`src/hdl/prefix_expression_evaluator_defines.svh`:
```
// Assertion macros for the prefix expression evaluator
`ifndef PREFIX_EXPRESSION_EVALUATOR_DEFINES_SVH
`define PREFIX_EXPRESSION_EVALUATOR_DEFINES_SVH
`ifndef ASSERT_OFF
`define PEE_ASSERT_IMP(name, clk, rst_n, ante, cons, msg) \
	name: assert property (@(posedge clk) disable iff (!rst_n) (ante) |-> (cons)) \
		else $error(msg);
`define PEE_ASSERT_NXT(name, clk, rst_n, ante, cons, msg) \
	name: assert property (@(posedge clk) disable iff (!rst_n) (ante) |=> (cons)) \
		else $error(msg);
`else
`define PEE_ASSERT_IMP(name, clk, rst_n, ante, cons, msg)
`define PEE_ASSERT_NXT(name, clk, rst_n, ante, cons, msg)
`endif
`endif

```
`src/hdl/pee_pkg.sv`:
```
// Shared types, constants and decode functions for the prefix expression evaluator
`timescale 1ns / 1ps
package pee_pkg;
	localparam int DATA_W = 32;
	localparam int SYM_W  = 8;

	localparam logic [SYM_W-1:0] CHAR_ZERO  = 8'h30;
	localparam logic [SYM_W-1:0] CHAR_NINE  = 8'h39;
	localparam logic [SYM_W-1:0] CHAR_PLUS  = 8'h2B;
	localparam logic [SYM_W-1:0] CHAR_MINUS = 8'h2D;
	localparam logic [SYM_W-1:0] CHAR_STAR  = 8'h2A;
	localparam logic [SYM_W-1:0] CHAR_SLASH = 8'h2F;

	localparam logic [DATA_W-1:0] INT_MIN = 32'h8000_0000;
	localparam logic [DATA_W-1:0] NEG_ONE = 32'hFFFF_FFFF;

	typedef enum logic [2:0] {
		OP_ADD,
		OP_SUB,
		OP_MUL,
		OP_DIV,
		OP_NONE
	} op_t;

	typedef struct packed {
		logic load_in;
		logic push_digit;
		logic pop;
		logic cap_left;
		logic cap_right;
		logic exec;
		logic div_start;
		logic cap_div;
		logic push_alu;
		logic read_top;
		logic emit;
	} cmd_t;

	typedef struct packed {
		logic digit;
		op_t  op;
		logic last;
		logic div_done;
		logic out_free;
	} sts_t;

	function automatic logic is_digit(input logic [SYM_W-1:0] sym);
		return (sym >= CHAR_ZERO) && (sym <= CHAR_NINE);
	endfunction

	function automatic op_t decode_op(input logic [SYM_W-1:0] sym);
		op_t op;
		unique case (sym)
			CHAR_PLUS:  op = OP_ADD;
			CHAR_MINUS: op = OP_SUB;
			CHAR_STAR:  op = OP_MUL;
			CHAR_SLASH: op = OP_DIV;
			default:    op = OP_NONE;
		endcase
		return op;
	endfunction
endpackage

```
`src/hdl/pee_ram.sv`:
```
// Generic single-write, single-read RAM with registered read data
`timescale 1ns / 1ps
module pee_ram #(
	parameter int WIDTH = 32,
	parameter int DEPTH = 64
) (
	input  logic                     clk,
	input  logic                     we,
	input  logic [$clog2(DEPTH)-1:0] waddr,
	input  logic [WIDTH-1:0]         wdata,
	input  logic                     re,
	input  logic [$clog2(DEPTH)-1:0] raddr,
	output logic [WIDTH-1:0]         rdata
);
	logic [WIDTH-1:0] mem_q [DEPTH];

	always_ff @(posedge clk) begin
		if (we) begin
			mem_q[waddr] <= wdata;
		end
		if (re) begin
			rdata <= mem_q[raddr];
		end
	end
endmodule

```
`src/hdl/pee_div.sv`:
```
// Iterative signed divider, one quotient bit per cycle, truncating toward zero
`timescale 1ns / 1ps
module pee_div (
	input  logic                       clk,
	input  logic                       arst_n,
	input  logic                       start,
	input  logic [pee_pkg::DATA_W-1:0] dividend,
	input  logic [pee_pkg::DATA_W-1:0] divisor,
	output logic                       busy,
	output logic                       done,
	output logic                       div_zero,
	output logic [pee_pkg::DATA_W-1:0] quotient
);
	localparam int CNT_W = $clog2(pee_pkg::DATA_W + 1);

	logic [pee_pkg::DATA_W-1:0] rem_q;
	logic [pee_pkg::DATA_W-1:0] quo_q;
	logic [pee_pkg::DATA_W-1:0] dvs_q;
	logic [CNT_W-1:0]           cnt_q;
	logic                       busy_q;
	logic                       done_q;
	logic                       neg_q;
	logic                       zero_q;

	logic [pee_pkg::DATA_W-1:0] abs_a;
	logic [pee_pkg::DATA_W-1:0] abs_b;
	logic [pee_pkg::DATA_W:0]   shifted;
	logic [pee_pkg::DATA_W:0]   trial;

	assign abs_a   = dividend[pee_pkg::DATA_W-1] ? (~dividend + 1'b1) : dividend;
	assign abs_b   = divisor[pee_pkg::DATA_W-1]  ? (~divisor + 1'b1)  : divisor;
	assign shifted = {rem_q, quo_q[pee_pkg::DATA_W-1]};
	assign trial   = shifted - {1'b0, dvs_q};

	always_ff @(posedge clk or negedge arst_n) begin
		if (!arst_n) begin
			busy_q <= 1'b0;
			done_q <= 1'b0;
			cnt_q  <= '0;
		end else begin
			done_q <= 1'b0;
			if (start) begin
				if (abs_b == '0) begin
					done_q <= 1'b1;
				end else begin
					busy_q <= 1'b1;
					cnt_q  <= CNT_W'(pee_pkg::DATA_W);
				end
			end else if (busy_q) begin
				cnt_q <= cnt_q - 1'b1;
				if (cnt_q == CNT_W'(1)) begin
					busy_q <= 1'b0;
					done_q <= 1'b1;
				end
			end
		end
	end

	always_ff @(posedge clk) begin
		if (start) begin
			rem_q  <= '0;
			quo_q  <= (abs_b == '0) ? '0 : abs_a;
			dvs_q  <= abs_b;
			neg_q  <= dividend[pee_pkg::DATA_W-1] ^ divisor[pee_pkg::DATA_W-1];
			zero_q <= (abs_b == '0);
		end else if (busy_q) begin
			if (!trial[pee_pkg::DATA_W]) begin
				rem_q <= trial[pee_pkg::DATA_W-1:0];
			end else begin
				rem_q <= shifted[pee_pkg::DATA_W-1:0];
			end
			quo_q <= {quo_q[pee_pkg::DATA_W-2:0], ~trial[pee_pkg::DATA_W]};
		end
	end

	assign busy     = busy_q;
	assign done     = done_q;
	assign div_zero = zero_q;
	assign quotient = neg_q ? (~quo_q + 1'b1) : quo_q;
endmodule

```
`src/hdl/pee_datapath.sv`:
```
// Datapath: operand stack, operand and result registers, ALU and output word register
`timescale 1ns / 1ps
`include "prefix_expression_evaluator_defines.svh"
module pee_datapath #(
	parameter int STACK_DEPTH = 64
) (
	input  logic                       clk,
	input  logic                       arst_n,
	input  pee_pkg::cmd_t              cmd,
	output pee_pkg::sts_t              sts,
	input  logic [pee_pkg::SYM_W-1:0]  symbol,
	input  logic                       last_symbol,
	output logic                       result_valid,
	input  logic                       result_stall,
	output logic [pee_pkg::DATA_W-1:0] result_value,
	output logic                       stack_was_empty,
	output logic                       divide_by_zero
);
	localparam int AW = $clog2(STACK_DEPTH);
	localparam int CW = $clog2(STACK_DEPTH + 1);

	logic [pee_pkg::SYM_W-1:0]  sym_q;
	logic                       last_q;
	logic [CW-1:0]              count_q;
	logic                       hit_q;
	logic                       err_q;
	logic [pee_pkg::DATA_W-1:0] left_q;
	logic [pee_pkg::DATA_W-1:0] right_q;
	logic [pee_pkg::DATA_W-1:0] alu_q;
	logic                       out_valid_q;
	logic [pee_pkg::DATA_W-1:0] out_value_q;
	logic                       out_empty_q;
	logic                       out_err_q;

	logic                       not_full;
	logic                       not_empty;
	logic                       ram_we;
	logic [pee_pkg::DATA_W-1:0] ram_wdata;
	logic                       ram_re;
	logic [CW-1:0]              top_idx;
	logic [pee_pkg::DATA_W-1:0] ram_rdata;
	logic                       div_busy;
	logic                       div_done;
	logic                       div_zero;
	logic [pee_pkg::DATA_W-1:0] div_quo;
	pee_pkg::op_t               op;

	assign not_full  = (count_q != CW'(STACK_DEPTH));
	assign not_empty = (count_q != '0);
	assign top_idx   = count_q - 1'b1;
	assign op        = pee_pkg::decode_op(sym_q);
	assign ram_we    = (cmd.push_digit || cmd.push_alu) && not_full;
	assign ram_wdata = cmd.push_digit ?
		{{(pee_pkg::DATA_W - pee_pkg::SYM_W){1'b0}}, sym_q - pee_pkg::CHAR_ZERO} : alu_q;
	assign ram_re    = cmd.pop || cmd.read_top;

	pee_ram #(
		.WIDTH(pee_pkg::DATA_W),
		.DEPTH(STACK_DEPTH)
	) u_stack (
		.clk  (clk),
		.we   (ram_we),
		.waddr(count_q[AW-1:0]),
		.wdata(ram_wdata),
		.re   (ram_re),
		.raddr(top_idx[AW-1:0]),
		.rdata(ram_rdata)
	);

	pee_div u_div (
		.clk     (clk),
		.arst_n  (arst_n),
		.start   (cmd.div_start),
		.dividend(left_q),
		.divisor (right_q),
		.busy    (div_busy),
		.done    (div_done),
		.div_zero(div_zero),
		.quotient(div_quo)
	);

	always_ff @(posedge clk or negedge arst_n) begin
		if (!arst_n) begin
			count_q     <= '0;
			err_q       <= 1'b0;
			out_valid_q <= 1'b0;
		end else begin
			if (ram_we) begin
				count_q <= count_q + 1'b1;
			end else if (cmd.pop && not_empty) begin
				count_q <= top_idx;
			end else if (cmd.emit) begin
				count_q <= '0;
			end
			if (cmd.emit) begin
				err_q <= 1'b0;
			end else if (cmd.cap_div && div_zero) begin
				err_q <= 1'b1;
			end
			if (cmd.emit) begin
				out_valid_q <= 1'b1;
			end else if (!result_stall) begin
				out_valid_q <= 1'b0;
			end
		end
	end

	always_ff @(posedge clk) begin
		if (cmd.load_in) begin
			sym_q  <= symbol;
			last_q <= last_symbol;
		end
		if (cmd.pop) begin
			hit_q <= not_empty;
		end
		if (cmd.cap_left) begin
			left_q <= hit_q ? ram_rdata : pee_pkg::NEG_ONE;
		end
		if (cmd.cap_right) begin
			right_q <= hit_q ? ram_rdata : pee_pkg::NEG_ONE;
		end
		if (cmd.exec) begin
			case (op)
				pee_pkg::OP_ADD: alu_q <= left_q + right_q;
				pee_pkg::OP_SUB: alu_q <= left_q - right_q;
				pee_pkg::OP_MUL: alu_q <= left_q * right_q;
				default:         alu_q <= alu_q;
			endcase
		end else if (cmd.cap_div) begin
			alu_q <= div_quo;
		end
		if (cmd.emit) begin
			out_value_q <= not_empty ? ram_rdata : pee_pkg::INT_MIN;
			out_empty_q <= !not_empty;
			out_err_q   <= err_q;
		end
	end

	assign sts.digit    = pee_pkg::is_digit(sym_q);
	assign sts.op       = op;
	assign sts.last     = last_q;
	assign sts.div_done = div_done;
	assign sts.out_free = !out_valid_q || !result_stall;

	assign result_valid    = out_valid_q;
	assign result_value    = out_value_q;
	assign stack_was_empty = out_empty_q;
	assign divide_by_zero  = out_err_q;

	`PEE_ASSERT_IMP(a_count_bound, clk, arst_n, 1'b1, count_q <= CW'(STACK_DEPTH),
		"stack count beyond depth")
	`PEE_ASSERT_NXT(a_emit_clears, clk, arst_n, cmd.emit, count_q == '0 && !err_q,
		"stack not cleared after result")
	`PEE_ASSERT_IMP(a_div_idle, clk, arst_n, cmd.div_start, !div_busy && !div_done,
		"divider started while busy")
endmodule

```
`src/hdl/pee_ctrl.sv`:
```
// Controller: sequences decode, pops, operation, push and result per input word
`timescale 1ns / 1ps
`include "prefix_expression_evaluator_defines.svh"
module pee_ctrl (
	input  logic          clk,
	input  logic          arst_n,
	input  logic          symbol_valid,
	output logic          symbol_stall,
	input  pee_pkg::sts_t sts,
	output pee_pkg::cmd_t cmd
);
	typedef enum logic [3:0] {
		S_IDLE,
		S_DECODE,
		S_POP_L,
		S_POP_R,
		S_EXEC,
		S_DIV,
		S_PUSH,
		S_FINISH,
		S_TOP
	} state_t;

	state_t state_q;

	always_ff @(posedge clk or negedge arst_n) begin
		if (!arst_n) begin
			state_q <= S_IDLE;
		end else begin
			unique case (state_q)
				S_IDLE: begin
					if (symbol_valid) begin
						state_q <= S_DECODE;
					end
				end
				S_DECODE: state_q <= sts.digit ? S_FINISH : S_POP_L;
				S_POP_L:  state_q <= S_POP_R;
				S_POP_R:  state_q <= S_EXEC;
				S_EXEC: begin
					unique case (sts.op) inside
						pee_pkg::OP_ADD, pee_pkg::OP_SUB, pee_pkg::OP_MUL: state_q <= S_PUSH;
						pee_pkg::OP_DIV: state_q <= S_DIV;
						default:         state_q <= S_FINISH;
					endcase
				end
				S_DIV: begin
					if (sts.div_done) begin
						state_q <= S_PUSH;
					end
				end
				S_PUSH:   state_q <= S_FINISH;
				S_FINISH: state_q <= sts.last ? S_TOP : S_IDLE;
				S_TOP: begin
					if (sts.out_free) begin
						state_q <= S_IDLE;
					end
				end
				default: state_q <= S_IDLE;
			endcase
		end
	end

	always_comb begin
		cmd            = '0;
		cmd.load_in    = (state_q == S_IDLE) && symbol_valid;
		cmd.push_digit = (state_q == S_DECODE) && sts.digit;
		cmd.pop        = ((state_q == S_DECODE) && !sts.digit) || (state_q == S_POP_L);
		cmd.cap_left   = (state_q == S_POP_L);
		cmd.cap_right  = (state_q == S_POP_R);
		cmd.exec       = (state_q == S_EXEC);
		cmd.div_start  = (state_q == S_EXEC) && (sts.op == pee_pkg::OP_DIV);
		cmd.cap_div    = (state_q == S_DIV) && sts.div_done;
		cmd.push_alu   = (state_q == S_PUSH);
		cmd.read_top   = (state_q == S_FINISH) && sts.last;
		cmd.emit       = (state_q == S_TOP) && sts.out_free;
	end

	assign symbol_stall = (state_q != S_IDLE);

	`PEE_ASSERT_IMP(a_done_in_div, clk, arst_n, sts.div_done, state_q == S_DIV,
		"divider finished outside divide state")
	`PEE_ASSERT_NXT(a_pop_pair, clk, arst_n, state_q == S_POP_L, cmd.cap_right,
		"right operand not captured after left")
endmodule

```
`src/hdl/prefix_expression_evaluator.sv`:
```
// Top level of the prefix expression evaluator
//
// Feed the expression one character per input word, last character first,
// with last_symbol set on the first character of the string. A digit pushes
// its value; + - * / pop two operands (empty pop gives -1) and push the
// 32-bit wrapped result; any other character drops both operands.
// One output word follows each word carrying last_symbol: the top of stack
// (or the most negative value with stack_was_empty set) and divide_by_zero.
// Each input word runs through the controller sequence: decode (a digit is
// pushed there), then for any other character the two pops and the operation,
// with a wait on the bit-serial divider and a push for + - * /; a final word
// then waits for a free output register and emits the result. symbol_stall
// stays high until the word is done.
// The output word sits in its own register: while result_stall is high it
// holds, and the block keeps taking and evaluating input until it has the
// next result ready.
// Reset clears the stack count, the error flag and the output valid; the
// stack RAM needs no clearing pass.
`timescale 1ns / 1ps
module prefix_expression_evaluator #(
	parameter int STACK_DEPTH = 64
) (
	input  logic                              clk,
	input  logic                              arst_n,
	input  logic                              symbol_valid,
	output logic                              symbol_stall,
	input  logic [pee_pkg::SYM_W-1:0]         symbol,
	input  logic                              last_symbol,
	output logic                              result_valid,
	input  logic                              result_stall,
	output logic signed [pee_pkg::DATA_W-1:0] result_value,
	output logic                              stack_was_empty,
	output logic                              divide_by_zero
);
	pee_pkg::cmd_t              cmd;
	pee_pkg::sts_t              sts;
	logic [pee_pkg::DATA_W-1:0] value;

	pee_ctrl u_ctrl (
		.clk         (clk),
		.arst_n      (arst_n),
		.symbol_valid(symbol_valid),
		.symbol_stall(symbol_stall),
		.sts         (sts),
		.cmd         (cmd)
	);

	pee_datapath #(
		.STACK_DEPTH(STACK_DEPTH)
	) u_datapath (
		.clk            (clk),
		.arst_n         (arst_n),
		.cmd            (cmd),
		.sts            (sts),
		.symbol         (symbol),
		.last_symbol    (last_symbol),
		.result_valid   (result_valid),
		.result_stall   (result_stall),
		.result_value   (value),
		.stack_was_empty(stack_was_empty),
		.divide_by_zero (divide_by_zero)
	);

	assign result_value = $signed(value);
endmodule

```
`config.mk`:
```
export PLATFORM = sky130hd
export DESIGN_NAME = prefix_expression_evaluator
export DESIGN_NICKNAME = d
export VERILOG_FILES = /design/src/hdl/pee_pkg.sv /design/src/hdl/pee_ram.sv /design/src/hdl/pee_div.sv /design/src/hdl/pee_datapath.sv /design/src/hdl/pee_ctrl.sv /design/src/hdl/prefix_expression_evaluator.sv
export VERILOG_INCLUDE_DIRS = /design/src /design/src/hdl
export SDC_FILE = /design/constraint.sdc
export NUM_CORES = 2
export LEC_CHECK = 0
export BUFFER_PORTS_ARGS = -buffer_cell sky130_fd_sc_hd__buf_4
export CORE_MARGIN = 2
export CORE_UTILIZATION = 50
export DETAILED_ROUTE_END_ITERATION = 6
export PLACE_DENSITY = 0.76
export SYNTH_ARGS = -nofsm -noshare
export SYNTH_HDL_FRONTEND = slang
export SYNTH_HIERARCHICAL = 1
export SYNTH_SLANG_ARGS = --single-unit
export TNS_END_PERCENT = 1
```
`constraint.sdc`:
```
create_clock -name clk -period 15.5 [get_ports clk]
set_input_delay 2.325 -clock clk [delete_from_list [all_inputs] [get_ports clk]]
set_output_delay 2.325 -clock clk [all_outputs]
set_load 0.005 [all_outputs]
```
# ---- Word level (Yosys, flattened, before mapping)
# Memory sizes are Yosys's and may differ from the RTL's. A register that Yosys moved wholly into a read port is not among the register bits.
# Cells that the tools add are included.
dict set report totals {
  register_bits 259
  latchBits 0
  ram_bits 2048
  rom_bits 0
  input_bits 13
  out_inout_bits 36
  elab_cells 135
  mem_count 1
}
dict set report classes {
  n_addsub 10
  multipliers 1
  div 0
  magnitude_cmp 2
  eq_ne 23
  n_shift 0
  muxes 40
  bitwise_logic 5
  reduce_logical 32
}
# memory depth word_bits rd rd_ports_with_merged_regs wr line
set memory_table {}
lappend memory_table {u_datapath.u_stack.mem_q 64 32 1 1 1 pee_ram.sv:15} ;# logic [WIDTH-1:0] mem_q [DEPTH];
# op n
set ops {}
lappend ops {{two-way mux 32 bit} 11}
lappend ops {{adder 32 x 1 -> 32 bit, second input constant} 3}
lappend ops {{inverter 32 bit} 3}
lappend ops {{one-hot mux 32 bit (3 select lines)} 1}
lappend ops {{one-hot mux 4 bit (9 select lines)} 1}
lappend ops {{subtractor 33 x 32 -> 33 bit} 1}
lappend ops {{adder 32 bit} 1}
lappend ops {{equality test 8 x 6 -> 1 bit, second input constant} 4}
lappend ops {{zero test 32 bit} 1}
lappend ops {{multiplier 32 x 32 -> 32 bit} 1}
lappend ops {{subtractor 32 bit} 1}
lappend ops {{two-way mux 7 bit} 3}
lappend ops {{two-way mux 6 bit} 3}
lappend ops {{equality test 4 x 3 -> 1 bit, second input constant} 4}
lappend ops {{two-way mux 4 bit} 4}
lappend ops {{two-way mux 1 bit} 14}
lappend ops {{one-hot mux 3 bit (4 select lines)} 1}
lappend ops {{logical AND 1 bit} 11}
lappend ops {{equality test 4 x 2 -> 1 bit, second input constant} 2}
lappend ops {{greater-or-equal comparator 8 x 6 -> 1 bit, second input constant} 1}
lappend ops {{<= comparator 8 x 6 -> 1 bit, second input constant} 1}
lappend ops {{subtractor 8 x 6 -> 8 bit, second input constant} 1}
lappend ops {{adder 7 x 1 -> 7 bit, second input constant} 1}
lappend ops {{inequality test 7 bit, second input constant} 1}
lappend ops {{other kinds (25)} 38}

# ---- Logic depth before layout (Yosys ltp)
dict set report logic_depth {
  ltp_word 8
  depth_mapped 30
  ltp_nobuf 27
}

# ---- Cells and area by module
# The synthesis kept the hierarchy.
# mod n_inst cells_per_inst area_each_um2 seq_area_each_um2
set by_module_without_submodules {}
lappend by_module_without_submodules {pee_ram 1 3324 78835.6 62459.9}
lappend by_module_without_submodules {pee_datapath 1 2598 24498.5 4429.2}
lappend by_module_without_submodules {pee_div 1 963 8541.9 2822.7}
lappend by_module_without_submodules {pee_ctrl 1 48 347.8 100.1}

# ---- Least setup slack after synthesis
# No wires, ideal clock.
dict set report synth_path {
  kind {reg2reg}
  from {register u_datapath/right_q[5] in the netlist's numbering}
  to {register u_datapath/alu_q[23] in the netlist's numbering, data pin}
  setup_time_ns 0.261
  t_arrival_ns 7.223
  t_required_ns 15.239
  slack_ns 8.016
  path_stages_with_launch 27
  n_path_buf 2
  period_less_slack_ns 7.484
  cell_sequence {edfxtp_1 > clkbuf_1 > clkbuf_1 > and2_1 > fa_1 > fa_1 > fa_1 > inv_1 > fa_1 > inv_1 > fa_1 > inv_1 > fa_1 > inv_1 > fa_1 > inv_1 > fa_1 > inv_1 > ha_1 > a22o_1 > o41a_1 > o31ai_1 > a21oi_1 > a21o_1 > a21oi_1 > o41ai_1 > o32a_1}
}
dict set report synth_between {
  elab_chain_len 3
  elab_cells_between_ends 5
  classes_between {2 x add/sub; 1 x mul; 2 x mux}
}
# item line
set synth_lines {}
lappend synth_lines {{from (decl)} pee_datapath.sv:28} ;# logic [pee_pkg::DATA_W-1:0] right_q;
lappend synth_lines {{from (signal assigned)} pee_datapath.sv:120} ;# right_q <= hit_q ? ram_rdata : pee_pkg::NEG_ONE;
lappend synth_lines {{multiplier 32 x 32 -> 32 bit (tied with other cells)} pee_datapath.sv:126} ;# pee_pkg::OP_MUL: alu_q <= left_q * right_q;
lappend synth_lines {{one-hot mux 32 bit (3 select lines) *} pee_datapath.sv:123} ;# case (op)
lappend synth_lines {{two-way mux 32 bit *} pee_datapath.sv:122} ;# if (cmd.exec) begin
lappend synth_lines {{to (signal assigned)} pee_datapath.sv:124} ;# pee_pkg::OP_ADD: alu_q <= left_q + right_q;
lappend synth_lines {{to (signal assigned)} pee_datapath.sv:126}
lappend synth_lines {{to (signal assigned)} pee_datapath.sv:127} ;# default: alu_q <= alu_q;
lappend synth_lines {{to (decl)} pee_datapath.sv:29} ;# logic [pee_pkg::DATA_W-1:0] alu_q;
# Mark *: on every way between the ends. The rest lies on a longest branch, timed or not.
# A chain may end at the register's enable or synchronous reset.

# ---- Final worst setup path
dict set report layout_path {
  from {register u_datapath/left_q[12] in the netlist's numbering}
  to {register u_datapath/alu_q[23] in the netlist's numbering, data pin}
}
dict set report layout_between {
  elab_chain_len 3
  elab_cells_between_ends 5
  classes_between {2 x add/sub; 1 x mul; 2 x mux}
}
# item line
set layout_lines {}
lappend layout_lines {{from (decl)} pee_datapath.sv:27} ;# logic [pee_pkg::DATA_W-1:0] left_q;
lappend layout_lines {{from (signal assigned)} pee_datapath.sv:117} ;# left_q <= hit_q ? ram_rdata : pee_pkg::NEG_ONE;
lappend layout_lines {{multiplier 32 x 32 -> 32 bit (tied with other cells)} pee_datapath.sv:126}
lappend layout_lines {{one-hot mux 32 bit (3 select lines) *} pee_datapath.sv:123}
lappend layout_lines {{two-way mux 32 bit *} pee_datapath.sv:122}
# Marked as above.

==> impl_metrics.py <==
metrics = {
    "floorplan": {
        "dieArea_mm2": 0.2283,
        "num_rows": 173,
        "coreArea_mm2": 0.2227,
        "start_util_pct": 50.38,
        "die_y_um": 477.8,
        "io_pins": 49,
        "die_x_um": 477.8,
    },
    "worst_setup_path": {
        "r2r_slack_ns": 7.36,
        "worstSetupEndpointType": "flip-flop",
        "crit_slowest_cell": "edfxtp_1",
        "crit_chain": "and2_1 -> fa_1 -> fa_1 -> fa_1 -> inv_1 -> fa_1 -> inv_1 -> fa_1 -> inv_1 -> fa_1 -> inv_1 -> fa_1 -> inv_1 -> fa_1 -> inv_1 -> ha_1 -> or2_2 -> o41a_1 -> o31ai_1 -> a21oi_1 -> a21o_1 -> a21oi_1 -> o41ai_1 -> o32a_1",
        "cp-start-kind": "flip-flop",
        "reg2regPathDepth": 24,
        "cp_common_cell": "fa_1",
        "worstSetupPathType": "flip-flop to flip-flop",
        "critical_path.max_fanout": 24,
        "cp_slowest_stage_delay_ns": 1.04,
        "critPathRequiredTime_ns": 16.10,
        "cp.arrival_ns": 8.74,
    },
    "clock_tree": {
        "clockBufferDepth": 3,
        "cts.clk_slew.worst_paths_ns": 0.06,
        "numCtsBuffers": 220,
        "clock-sinks": 2339,
        "clockRootBuffer": "clkbuf_16",
        "post_cts_resized": 0,
        "clk_latency_ns": 0.88,
        "cts_tree": "built",
        "h-tree-depth": 4,
        "cts_setup_buffers": 0,
        "cts_hold_repair.buffers": 0,
    },
    "placed_design": {
        "port-buffer-count": 48,
        "dp_hpwl_mm": 179.3,
        "place_ws_ns": 7.361,
        "dp.cells": 9782,
        "gp_congestion": 0.9542,
    },
    "finish": {
        "num-fill-cells": 16390,
        "drive_gt1_share_pct": 17.78,
        "area_delta_synth_final_pct": 10.84,
        "nets": 7650,
        "layout.cells.non_filler": 10210,
        "multi_input_area_mm2": 0.03953,
        "seq_area_mm2": 0.06981,
    },
    "flow_run": {
        "maxCapViolCount": 0,
    },
    "yosys": {
        "ys_seq_area_share_pct": 62.21,
        "avgSynthCellArea_um2": 16.19,
        "synth_edf_count": 2286,
        "synth_ff_type": "edfxtp_1",
        "synth_nets": 7554,
        "synthesis.area_mm2": 0.1122,
        "yosys_warnings": 6,
        "syn_inst": 6933,
        "ys_async_sr_fraction_pct": 0.8978,
        "synth_cell_types": 100,
        "synth_seq_cells": 2339,
    },
    "sta": {
        "fin_skew_ns": 0.03967,
        "finalCriticalPeriod_ns": 8.138,
        "finalHoldViolCount": 0,
        "rsz0062_at_grt": "false",
        "slew-limit-headroom_pct": 14.41,
        "setup_viol": 0,
        "finalCritPeriodShare_pct": 52.50,
        "setup_ws_ns": 7.362,
        "finalMaxSlewViolations": 0,
        "finalSetupTns_ns": 0,
        "worst_pin_slew_ns": 1.284,
        "fin_hold_ws_ns": 0.4547,
        "fmax_mhz": 122.9,
    },
    "routing": {
        "vias_per_cell": 6.351,
        "ant_nets": 0,
        "dr.pass1.iters": 6,
        "drc": 0,
        "via_count": 64820,
        "wl_per_cell_um": 30.13,
        "drtIter0Drc": 9566,
        "wirelength_mm": 307.5,
    },
    "global_route": {
        "grt-ovfl-total": 0,
        "grt_pass1_wl_mm": 449.0,
        "globalRouteTotalUtil_pct": 26.95,
        "grt_antenna_before_repair": 20,
        "grt_max_degree": 139,
        "grt_pass1_vias": 66060,
    },
    "min_path": {
        "hold_depth": 0,
        "hp-class": "flip-flop to flip-flop",
    },
    "status": {
        "status": "finished clean",
    },
}
## kinds of logic after synthesis
family | count (synthesis) | synth area share [%]
compound gates | 733 | 4.411
xor+xnor | 257 | 2.018
fa+ha+maj | 608 | 9.521
buf+inv | 901 | 3.249
flops | 2339 | 62.21
mux | 670 | 12.06
simple gates | 1425 | 6.538
## area by class of cell
| type | count | area share [%] |
|---|---|---|
| diodes | 4 | 0.008047 |
| clock inverters | 158 | 1.353 |
| well taps | 2975 | 2.992 |
| clock buffers | 261 | 4.601 |
| multi-input cells | 3693 | 31.78 |
| flip-flops and latches | 2339 | 56.12 |
| inverters | 527 | 1.602 |
| repair buffers | 248 | 1.537 |
## state kept, by name, summed over array words and instances (netlist names), 4 cells and up
register / flops
u_datapath/u_div/dvs_q: 32
u_datapath/u_div/quo_q: 32
u_ctrl/state_q: 4
u_datapath/left_q: 32
u_datapath/result_value: 32
u_datapath/u_div/rem_q: 32
u_datapath/u_stack/rdata: 32
u_datapath/alu_q: 32
u_datapath/u_div/cnt_q: 6
u_datapath/count_q: 7
u_datapath/right_q: 32
u_datapath/sym_q: 8
u_datapath/u_stack/mem_q: 2048
## cells in the mapped netlist, types with 67 or more instances
master / instances / area [um^2]
nor2_1: 291 / 1092
o21ai_0: 99 / 495.5
and2_1: 345 / 2158
mux4_2: 544 / 12250
nand2_1: 386 / 1449
edfxtp_1: 2286 / 68650
ha_1: 198 / 2477
a21oi_1: 184 / 920.9
xor2_1: 94 / 823.3
mux2i_1: 113 / 1131
nand2b_1: 67 / 419.2
xnor2_1: 162 / 1419
clkbuf_1: 241 / 904.6
o22ai_1: 89 / 556.8
fa_1: 410 / 8208
inv_1: 527 / 1978
## critical path: cells and delay by family, from the launching register on
family	cells	cell delay [ns]
flops	1	1.04
simple gates	2	0.58
buf+inv	6	0.33
fa+ha+maj	9	4.31
compound gates	7	1.61
## path summary, 6_finish.rpt
kind	startpoint	to
min in group asynchronous	arst_n	u_datapath/result_valid$_DFFE_PN0P_
min	u_datapath/err_q$_DFFE_PN0P_	u_datapath/divide_by_zero$_DFFE_PP_
min reg2reg	u_datapath/err_q$_DFFE_PN0P_	u_datapath/divide_by_zero$_DFFE_PP_
max reg2reg	u_datapath/left_q[12]$_DFFE_PP_	u_datapath/alu_q[23]$_DFFE_PP_
max in group asynchronous	arst_n	u_ctrl/state_q[3]$_DFFE_PN0P_
max	u_datapath/left_q[12]$_DFFE_PP_	u_datapath/alu_q[23]$_DFFE_PP_
## per-layer routing
metal	GRT usage, %	part of all wire (%)	up-vias	wire length, um
met1	36.05	36	33370	110000
met3	5.792	12	737	37020
met5	0	0.037	-	113
met2	42.73	47	4452	145200
li1	-	-	26250	-
met4	11.96	4.9	14	15180
## stage by stage
step | util, % | instance area [um^2]
6_report | 55.85 | 124400
3_3_place_gp | 52.52 | 117000
5_1_grt | 55.84 | 124400
3_5_place_dp | 52.52 | 117000
4_1_cts | 55.84 | 124400
2_1_floorplan | - | 112200
## placed cells by master (no fill, tap or decap), drive strengths merged, types with 198 or more instances in the layout
cell / Yosys / final
edfxtp: 2286 / 2286
mux4: 544 / 544
inv: 527 / 535
fa: 410 / 410
nand2: 386 / 386
and2: 350 / 350
nor2: 291 / 291
clkbuf: 242 / 261
buf: 132 / 248
ha: 198 / 198
Power is not shown: default switching activity piles up to over one toggle a cycle in this logic, so the estimate is an artifact.
